### src/rtl/core/pfma_pkg.sv
// Shared types, constants and arithmetic helpers for the polynomial fit moment accumulator.
package pfma_pkg;

  localparam int FRAC_BITS = 15;
  localparam int SUM_WIDTH = 64;

  localparam int SAMPLE_W  = 16;
  localparam int MOMENT_W  = 64;
  localparam int TERM_W    = 46;
  localparam int PROD_W    = TERM_W + SAMPLE_W;
  localparam int ADD_W     = ((SUM_WIDTH > TERM_W) ? SUM_WIDTH : TERM_W) + 1;

  localparam int NUM_POW   = 9;
  localparam int NUM_CROSS = 5;
  localparam int NUM_MOM   = NUM_POW + NUM_CROSS;
  localparam int CNT_W     = $clog2(NUM_MOM);

  localparam int QUEUE_DEPTH = 4;
  localparam int QUEUE_AW    = $clog2(QUEUE_DEPTH);

  typedef logic signed [SUM_WIDTH-1:0] sum_t;
  typedef logic signed [TERM_W-1:0]    term_t;
  typedef logic signed [PROD_W-1:0]    prod_t;
  typedef logic signed [ADD_W-1:0]     wide_t;

  // 1.0 in the fixed-point format of the powers.
  localparam term_t TERM_ONE =
    {{(TERM_W-FRAC_BITS-1){1'b0}}, 1'b1, {FRAC_BITS{1'b0}}};
  localparam prod_t TERM_HI = {{(PROD_W-TERM_W+1){1'b0}}, {(TERM_W-1){1'b1}}};
  localparam prod_t TERM_LO = ~TERM_HI;
  localparam wide_t SUM_HI  = {{(ADD_W-SUM_WIDTH+1){1'b0}}, {(SUM_WIDTH-1){1'b1}}};
  localparam wide_t SUM_LO  = ~SUM_HI;

  typedef struct packed {
    logic signed [SAMPLE_W-1:0] x_sample;
    logic signed [SAMPLE_W-1:0] y_sample;
    logic                       final_sample;
  } in_word_t;

  typedef struct packed {
    logic [CNT_W-1:0]           moment_index;
    logic signed [MOMENT_W-1:0] moment_value;
    logic                       saturated;
    logic                       last_moment;
  } out_word_t;

  typedef struct packed {
    term_t term;
    logic  ovf;
  } clamp_res_t;

  typedef struct packed {
    sum_t sum;
    logic ovf;
  } sat_res_t;

  typedef enum logic [1:0] {
    ENG_IDLE,
    ENG_MUL,
    ENG_ACC,
    ENG_EMIT
  } eng_state_t;

  // Floor-divide a product by 2^FRAC_BITS and clamp it to the term range.
  function automatic clamp_res_t clamp_term(prod_t p);
    prod_t      sh;
    clamp_res_t r;
    sh = p >>> FRAC_BITS;
    if (sh > TERM_HI) begin
      r.term = TERM_HI[TERM_W-1:0];
      r.ovf  = 1'b1;
    end else if (sh < TERM_LO) begin
      r.term = TERM_LO[TERM_W-1:0];
      r.ovf  = 1'b1;
    end else begin
      r.term = sh[TERM_W-1:0];
      r.ovf  = 1'b0;
    end
    return r;
  endfunction

  // Saturating add of a term into a running sum.
  function automatic sat_res_t sat_add(sum_t a, term_t b);
    wide_t    s;
    sat_res_t r;
    s = ADD_W'(a) + ADD_W'(b);
    if (s > SUM_HI) begin
      r.sum = SUM_HI[SUM_WIDTH-1:0];
      r.ovf = 1'b1;
    end else if (s < SUM_LO) begin
      r.sum = SUM_LO[SUM_WIDTH-1:0];
      r.ovf = 1'b1;
    end else begin
      r.sum = s[SUM_WIDTH-1:0];
      r.ovf = 1'b0;
    end
    return r;
  endfunction

endpackage

### src/rtl/core/pfma_front.sv
// Input side: accepts sample words into a short queue that feeds the engine.
module pfma_front (
  input  logic                clk,
  input  logic                rst,
  input  logic                in_valid,
  output logic                in_ready,
  input  pfma_pkg::in_word_t  in_word,
  output logic                q_valid,
  output pfma_pkg::in_word_t  q_word,
  input  logic                q_pop
);

  pfma_pkg::in_word_t             slots [pfma_pkg::QUEUE_DEPTH];
  logic [pfma_pkg::QUEUE_AW-1:0]  wr_ptr;
  logic [pfma_pkg::QUEUE_AW-1:0]  rd_ptr;
  logic [pfma_pkg::QUEUE_AW:0]    count;
  logic                           push;
  logic                           pop;

  assign in_ready = (count != (pfma_pkg::QUEUE_AW+1)'(pfma_pkg::QUEUE_DEPTH));
  assign q_valid  = (count != '0);
  assign q_word   = slots[rd_ptr];
  assign push     = in_valid && in_ready;
  assign pop      = q_pop && q_valid;

  always_ff @(posedge clk) begin
    if (rst) begin
      wr_ptr <= '0;
      rd_ptr <= '0;
      count  <= '0;
    end else begin
      if (push) begin
        wr_ptr <= wr_ptr + 1'b1;
      end
      if (pop) begin
        rd_ptr <= rd_ptr + 1'b1;
      end
      if (push && !pop) begin
        count <= count + 1'b1;
      end else if (pop && !push) begin
        count <= count - 1'b1;
      end
    end
  end

  always_ff @(posedge clk) begin
    if (push) begin
      slots[wr_ptr] <= in_word;
    end
  end

endmodule

### config.mk
export PLATFORM = sky130hd
export DESIGN_NAME = pfma_front
export DESIGN_NICKNAME = d
export VERILOG_FILES = /design/src/rtl/core/pfma_pkg.sv /design/src/rtl/core/pfma_front.sv
export SDC_FILE = /design/constraint.sdc
export NUM_CORES = 1
export LEC_CHECK = 0
export ABC_AREA = 1
export BUFFER_PORTS_ARGS = -buffer_cell sky130_fd_sc_hd__buf_4
export CAP_MARGIN = 20
export CORE_MARGIN = 3
export CORE_UTILIZATION = 54
export DETAILED_ROUTE_END_ITERATION = 12
export PLACE_DENSITY = 0.75
export SYNTH_ARGS = -nofsm -noshare
export SYNTH_HDL_FRONTEND = slang
export SYNTH_SLANG_ARGS = --single-unit
### constraint.sdc
create_clock -name clk -period 2.87 [get_ports clk]
set_input_delay 0.574 -clock clk [delete_from_list [all_inputs] [get_ports clk]]
set_output_delay 0.574 -clock clk [all_outputs]
set_load 0.01 [all_outputs]
==> results of run 1 <==
==> synth_stat cells, drive strengths merged <==
library cell  count  area share (%)
a21oi             3            0.28
buf              17             2.8
clkbuf            3            0.25
dfxtp             9             3.3
edfxtp          132              73
fa                1            0.37
ha                5             1.2
inv              16             1.1
nand2            15             1.1
nand3             4            0.37
nand3b            1            0.14
nor2             80             5.6
o21ai            67             6.2
o22ai            33             3.8
xor2              1            0.16
==> critical path, cell delays in order, from the launching register on <==
cell	delay (ns)
dfxtp_2	0.53
buf_4	0.34
o21ai_0	0.16
o22ai_1	0.24
buf_4	0.16
==> final timing paths <==
| kind | startpoint | endpoint | slack (ns) |
|---|---|---|---|
| max | register | q_word[22] | 0.34 |
| min | in_word[5] | slots[2][5]$_DFFE_PP_ | 0.26 |
| max reg2reg | count[0]$_SDFFE_PP0P_ | count[2]$_SDFFE_PP0P_ | 0.85 |
| min reg2reg | rd_ptr[1]$_SDFFE_PP0P_ | rd_ptr[1]$_SDFFE_PP0P_ | 0.51 |
==> report_power, final <==
group	leakage [µW]	total [µW]	switching [µW]	internal [µW]
combinational	0.000840	1500	897	605
clock	0.000313	2360	843	1520
sequential	0.00128	2600	93.2	2500
==> stage by stage <==
stage | setup WS, ns | total power, µW | instance area (µm²) | hold slack (ns)
after detailed placement | 0.825 | 4140 | 6070 | 0.494
after global routing | 0.170 | 6750 | 6720 | 0.238
after floorplan | 0.345 | 3530 | 5400 | 0.459
after global placement | 0.873 | 4100 | 6070 | 0.481
after CTS | 0.311 | 6510 | 6720 | 0.241
final | 0.339 | 6460 | 6720 | 0.261
==> area by class of cell <==
cell class                 instances  area [µm²]
fill                             645        2740
inverter                          16        60.1
tap                              129         161
clock inverter                    15         234
clock buffer                      17         414
timing repair buffer              80         638
multi-input combinational        210        1060
sequential                       141        4150
==> flip-flops by register name (all words and copies together), names as in the netlist, named ones only <==
name and cells:
rd_ptr 2, count 3, slots 132, wr_ptr 2
==> routing by layer <==
layer  GRT usage, %  vias to the layer above  routed length [µm]
li1               -                     1586                   -
met1           26.1                     1597                4420
met2           30.7                      124                5340
met3           6.44                       10                 837
met4           8.97                        0                 134
met5              0                        -                   0
==> cells by family after synthesis <==
| group | Yosys count |
|---|---|
| xor gates and xnor gates | 1 |
| and+or+nand+nor | 100 |
| buffers and inverters | 36 |
| adders and majority gates | 6 |
| AOI/OAI and AO/OA | 103 |
| DFF | 141 |
==> out/metrics.csv, run 1 <==
stage;metric;value;unit
cells_and_area;stdcell_count;608;
timing;finalHoldViolCount;0;
clocking;cts.sinks;141;
timing;period_share;88.2;%
placement;hpwl;6.24;mm
drt;dr.pass1.iters;4;
clocking;path_clk_slew;0.07;ns
synth;yosysWarnings;0;
drt;via_per_inst;5.46;
setup_path;crit_arrival;1.96;ns
drt;vias;3317;
setup_path;critPathCaptureType;output port;
grt;grt_pass1_vias;3406;
clocking;ctsResizeCount;0;
clocking;cts.root.buffer_cell;clkbuf_8;
synth;syn_inst;387;
cells_and_area;mostFrequentLayoutCell;edfxtp_1;
setup_path;reg2reg_depth;13;
placement;place_inst;576;
clocking;htree_levels;4;
clocking;clock_path_buffers;2;
setup_path;cp.required;2.30;ns
floorplanning;io_pins;72;
timing;finalSetupViolations;0;
grt;overflow;0;
timing;rsz0062_at_grt;no;
synth;synth_compound_area_share;10.3;%
cells_and_area;layout_common_cells;132 x edfxtp_1, 77 x buf_4, 76 x nor2_1;
synth;synthSimpleGateAreaFrac;7.15;%
timing;skew;0.00927;ns
drt;drt_iter0_markers;192;
pwr;vdd_drop_max;0.000537;V
timing;maxSlewHeadroom;61.4;%
floorplanning;initial_core_util;57.1;%
synth;mappedNetlistNets;430;
floorplanning;dieArea;11200;µm²
cells_and_area;final_util;71.0;%
timing;setup_tns;0;ns
clocking;cts_buffers;17;
synth;syn_avg_cell_area;14.0;µm²
timing;fmax;395;MHz
synth;synth_xor_area_share;0.162;%
drt;routedWlPerCell;17.6;µm
setup_path;critPathKind;register to output port;
synth;synth_seq_area_share;76.7;%
outcome;status;finished clean;
synth;synth_fa_ha_area_share;1.53;%
clocking;cts_tree;built;
cells_and_area;area_delta_synth_final;24.3;%
floorplanning;rows;35;
pwr;power_leakage;0.00244;µW
timing;worst_pin_slew;0.579;ns
grt;grt_pass1_wl;17.0;mm
drt;routed_wl;10.7;mm
floorplanning;die_h;106;µm
timing;slew_viol_final;0;
placement;io_buffers;71;
timing;period_needed;2.53;ns
floorplanning;core_area;9460;µm²
synth;synth_top_family_by_area;compound AO/OA/AOI/OAI gates;
setup_path;setup.worst_path.start_class;register;
grt;grtUsageTotal;19.9;%
pwr;p_per_area;961;nW/µm²
hold_path;hold_path.class;input pin to register;
clocking;post-cts-setup-buffer-count;0;
run;maxCapViolCount;0;
cells_and_area;nets;509;
synth;synth_seq_cells;141;
clocking;ctsHoldBuffers;0;
synth;synthMuxAreaShare;0;%
cells_and_area;drive_gt1_share;24.8;%
clocking;clk-insertion-delay-late;0.51;ns
grt;antenna_found_initial;0;
cells_and_area;diodes;0;
synth;ys_types;21;
floorplanning;die_w;106;µm
drt;drc;0;
setup_path;cp_max_fo;27;
drt;detail-route-antenna-nets;0;
synth;synth_area;5400;µm²
grt;grt_max_degree;37;
hold_path;hold_depth;1;
placement;place.gp.congestion;0.733;
Power figures use the tool's default switching activity.
==> run 2, diff against run 1 <==
- CORE_UTILIZATION: 54 -> 40
- PLACE_DENSITY: 0.75 -> 0.59
==> run 2 against run 1 <==
Sequential share of layout area up 1.0 points. Clock power down 22%. Global-route usage down 4.8 points. Maximum frequency up 5.7%. Largest power group unchanged. Highest routed layer unchanged.
==> out/metrics.csv, run 2 (synthesized netlist as in run 1, its figures left out) <==
stage;metric;value;unit
cells_and_area;mostFrequentLayoutCell;edfxtp_1;
timing;worst_pin_slew;0.597;ns
pwr;p_per_area;901;nW/µm²
floorplanning;core_area;12900;µm²
setup_path;setup.worst_path.start_class;register;
timing;period_share;83.5;%
floorplanning;initial_core_util;41.8;%
clocking;cts_tree;built;
cells_and_area;drive_gt1_share;23.2;%
cells_and_area;layout_common_cells;132 x edfxtp_1, 78 x buf_4, 76 x nor2_1;
grt;antenna_found_initial;0;
cells_and_area;largest_register_ffs;132;
floorplanning;die_w;122;µm
grt;overflow;0;
pwr;p_total;5960;µW
grt;grt_pass1_vias;3192;
floorplanning;die_h;122;µm
floorplanning;dieArea;14900;µm²
drt;via_per_inst;5.04;
cells_and_area;nets;509;
clocking;cts.sinks;141;
timing;finalSetupViolations;0;
drt;vias;3280;
grt;grtUsageTotal;15.1;%
setup_path;reg2reg_depth;13;
setup_path;cp.required;2.30;ns
clocking;path_clk_slew;0.05;ns
hold_path;hold_depth;2;
run;maxCapViolCount;0;
pwr;vdd_drop_max;0.000466;V
timing;rsz0062_at_grt;no;
floorplanning;io_pins;72;
hold_path;hold_path.class;input pin to register;
grt;grt_pass1_wl;16.8;mm
clocking;ctsHoldBuffers;0;
setup_path;crit_arrival;1.82;ns
timing;finalHoldViolCount;0;
grt;grt_max_degree;67;
timing;skew;0.00517;ns
drt;routed_wl;10.7;mm
clocking;ctsResizeCount;0;
placement;hpwl;6.11;mm
drt;detail-route-antenna-nets;0;
setup_path;critPathCaptureType;output port;
timing;setup_tns;0;ns
cells_and_area;top_register;slots;
cells_and_area;top_regs;slots: 132 flops, count: 3 flops;
clocking;cts.root.buffer_cell;clkbuf_16;
clocking;post-cts-setup-buffer-count;0;
timing;hold_ws;0.347;ns
timing;slew_viol_final;0;
placement;io_buffers;71;
clocking;htree_levels;4;
cells_and_area;final_util;51.1;%
drt;drc;0;
cells_and_area;diodes;0;
clocking;clock_path_buffers;2;
cells_and_area;area_delta_synth_final;22.3;%
timing;period_needed;2.40;ns
setup_path;cp_max_fo;40;
drt;drt_iter0_markers;217;
floorplanning;rows;41;
timing;fmax;417;MHz
clocking;cts_buffers;17;
placement;place.gp.congestion;0.731;
drt;routedWlPerCell;16.4;µm
drt;dr.pass1.iters;4;
timing;maxSlewHeadroom;60.1;%
pwr;power_leakage;0.00236;µW
clocking;clk-insertion-delay-late;0.41;ns
outcome;status;finished clean;
setup_path;critPathKind;register to output port;
==> run 2: cell count changes in the layout (fill, tap and decap cells not counted), moves of 2 or more <==
cell        previous run  this run
clkinv_4               4         0
clkbuf_1               0         7
clkinvlp_4             1         3
inv_6                  3         0
clkinv_2               0         3
bufinv_16              5         0
==> run 2: cell type report <==
type	instances	area [µm²]
clock inverter	8	45.0
sequential	141	4150
multi-input combinational	210	1060
tap	172	215
fill	1157	6320
clock buffer	24	452
inverter	16	60.1
timing repair buffer	80	626
==> run 2: final timing paths <==
kind,start,endpoint,slack [ns]
worst max-delay path,register,q_word[4],0.47
worst min-delay path,rst,register,0.35
worst max register to register,count[0]$_SDFFE_PP0P_,count[2]$_SDFFE_PP0P_,0.82
worst min register to register,rd_ptr[0]$_SDFFE_PP0P_,register,0.50
==> run 2: power breakdown <==
group | switching, µW | internal (µW)
Clock | 754 | 1090
Sequential | 89.8 | 2510
Combinational | 902 | 615
Total | 1750 | 4210
==> run 2: per-stage QoR <==
step | setup slack, ns | instance area (µm²) | std cells
after CTS | 0.469 | 6610 | 651
after global routing | 0.341 | 6610 | 651
after global placement | 0.846 | 6110 | 619
final | 0.474 | 6610 | 651
after detailed placement | 0.794 | 6110 | 619
after floorplan | 0.345 | 5400 | 387
==> run 2: per-layer routing <==
metal  global-route usage [%]  part of all wire, %
met1                     19.8                   45
met2                     22.8                   47
met5                        0                    0
met3                     5.81                  6.1
met4                     6.30                  1.8
==> run 2: critical path, cell delays in order, from the launching register on <==
cell and delay, ns:
dfxtp_2 0.54, buf_12 0.25, o21ai_0 0.12, o22ai_1 0.30, buf_4 0.18
==> run 3, diff against run 2 <==
- PLACE_DENSITY: 0.59 -> 0.61
- clock period: 2.87 -> 2 ns (I/O delays scaled with it)
==> run 3 against run 2 <==
Utilization is 2.3 points higher. Die area unchanged. Total power increased by 53%. Cell area grew 4.5%. Critical path depth is 1 higher. Combinational power is 62% higher. Setup slack got worse by 0.42 ns. Hold slack got worse by 0.17 ns. Clock-buffer cell count decreased by 5. Via count up 1.6%. Critical endpoint is now q_word[23].
==> out/metrics.csv, run 3 (synthesized netlist as in run 1, its figures left out) <==
stage;metric;value;unit
outcome;status;finished clean;
run;maxCapViolCount;0;
cells_and_area;nets;524;
grt;grt_pass1_vias;3254;
drt;vias;3332;
cells_and_area;area_delta_synth_final;27.8;%
placement;place_inst;629;
cells_and_area;largest_register_ffs;132;
setup_path;cp.required;1.60;ns
floorplanning;die_w;122;µm
cells_and_area;drive_gt1_share;27.5;%
timing;skew;0.00883;ns
hold_path;worstHoldStart;in_word[23];
timing;slew_viol_final;0;
clocking;clk-insertion-delay-late;0.41;ns
cells_and_area;mostFrequentLayoutCell;edfxtp_1;
pwr;p_total;9130;µW
timing;period_share;97.3;%
timing;fmax;514;MHz
timing;worst_pin_slew;0.346;ns
pwr;netSwitchingPower;2640;µW
drt;dr.pass1.iters;4;
pwr;power_frac_comb;26.9;%
cells_and_area;top_register;slots;
setup_path;critPathCaptureType;output port;
drt;routed_wl;11.4;mm
timing;maxSlewHeadroom;76.9;%
cells_and_area;top_regs;slots: 132 flops, count: 3 flops;
timing;finalSetupViolations;0;
pwr;vdd_drop_max;0.000942;V
setup_path;r2r_start;count[1]$_SDFFE_PP0P_;
floorplanning;rows;41;
grt;antenna_found_initial;0;
timing;finalHoldViolCount;0;
grt;grtUsageTotal;15.7;%
setup_path;ff2ff_setup_slack;0.16;ns
pwr;pwr-share-clk;32.2;%
placement;io_buffers;71;
pwr;power_leakage;0.00250;µW
pwr;sequentialPowerShare;40.9;%
clocking;ctsHoldBuffers;0;
pwr;power.internal;6490;µW
timing;period_needed;1.95;ns
floorplanning;die_h;122;µm
cells_and_area;diodes;0;
clocking;cts.root.buffer_cell;clkbuf_16;
setup_path;cp_max_fo;18;
placement;place.gp.congestion;0.754;
floorplanning;io_pins;72;
clocking;cts_buffers;17;
floorplanning;dieArea;14900;µm²
setup_path;critPathKind;register to output port;
clocking;path_clk_slew;0.06;ns
drt;drc;0;
cells_and_area;stdcell_count;666;
cells_and_area;layout_common_cells;132 x edfxtp_1, 83 x buf_4, 75 x nor2_1;
setup_path;setup.worst_path.start_class;register;
hold_path;hold_path.class;input pin to register;
clocking;cts_tree;built;
drt;via_per_inst;5.00;
timing;rsz0062_at_grt;yes;
grt;grt_pass1_wl;17.3;mm
floorplanning;initial_core_util;41.8;%
drt;drt_iter0_markers;248;
clocking;cts.sinks;141;
pwr;p_per_area;1320;nW/µm²
placement;hpwl;6.82;mm
timing;setup_tns;0;ns
drt;detail-route-antenna-nets;0;
grt;grt_max_degree;37;
grt;overflow;0;
clocking;clock_path_buffers;2;
floorplanning;core_area;12900;µm²
pwr;swShare;28.9;%
clocking;htree_levels;4;
drt;routedWlPerCell;17.2;µm
setup_path;crit_arrival;1.55;ns
run 3: cell types whose count changed in the layout (fill, tap and decap cells not counted), sizes merged:
cell | previous run | this run
clkinv | 5 | 8
bufinv | 0 | 2
clkinvlp | 3 | 2
buf | 80 | 94
inv | 16 | 17
clkbuf | 24 | 20
run 3: final cells by class:
type / count / area (µm²)
Sequential cell: 141 / 4150
Tap cell: 172 / 215
Timing Repair Buffer: 95 / 831
Clock inverter: 13 / 123
Multi-Input combinational cell: 210 / 1080
Clock buffer: 19 / 433
Inverter: 16 / 67.6
Fill cell: 1107 / 6020
run 3: through the flow:
stage	hold slack [ns]	utilization [%]	area [µm²]	setup WS, ns
6_report	0.179	53.4	6910	0.0549
5_1_grt	0.165	53.4	6910	-0.00551
4_1_cts	0.166	52.6	6800	0.00157
3_5_place_dp	0.518	48.1	6220	0.120
3_3_place_gp	0.490	48.1	6220	0.233
2_1_floorplan	0.459	-	5400	-0.525
run 3: final timing paths:
kind	cells after the start	end
setup / recovery	5	q_word[23]
hold / removal	1	slots[3][23]$_DFFE_PP_
setup reg to reg	13	count[2]$_SDFFE_PP0P_
hold reg to reg	2	wr_ptr[1]$_SDFFE_PP0P_
run 3: power by group through the flow:
stage	combinational (µW)	clock (µW)	sequential, µW
floorplan	1310	0	3750
global placement	2320	0	3750
detailed placement	2360	0	3760
CTS	2380	3000	3710
global route	2720	3140	3760
finish	2460	2940	3730
run 3: timing repair:
action                                  in CTS  in global routing
setup buffers                                0                  4
pin swaps                                    0                  2
endpoints found under the setup margin      10                 19
cloned                                       0                  1
resized for setup                            7                 20
run 3: critical path, stage by stage (launching register included):
cell	delay (ns)
dfxtp_4	0.38
buf_4	0.14
clkbuf_16	0.17
o21ai_0	0.18
o22ai_1	0.10
buf_4	0.15
run 3: routing by layer:
metal,share of wire [%],GRT usage [%]
met1,45,20.7
met2,48,24.0
met3,5.6,4.93
met4,1.7,6.93
met5,0,0
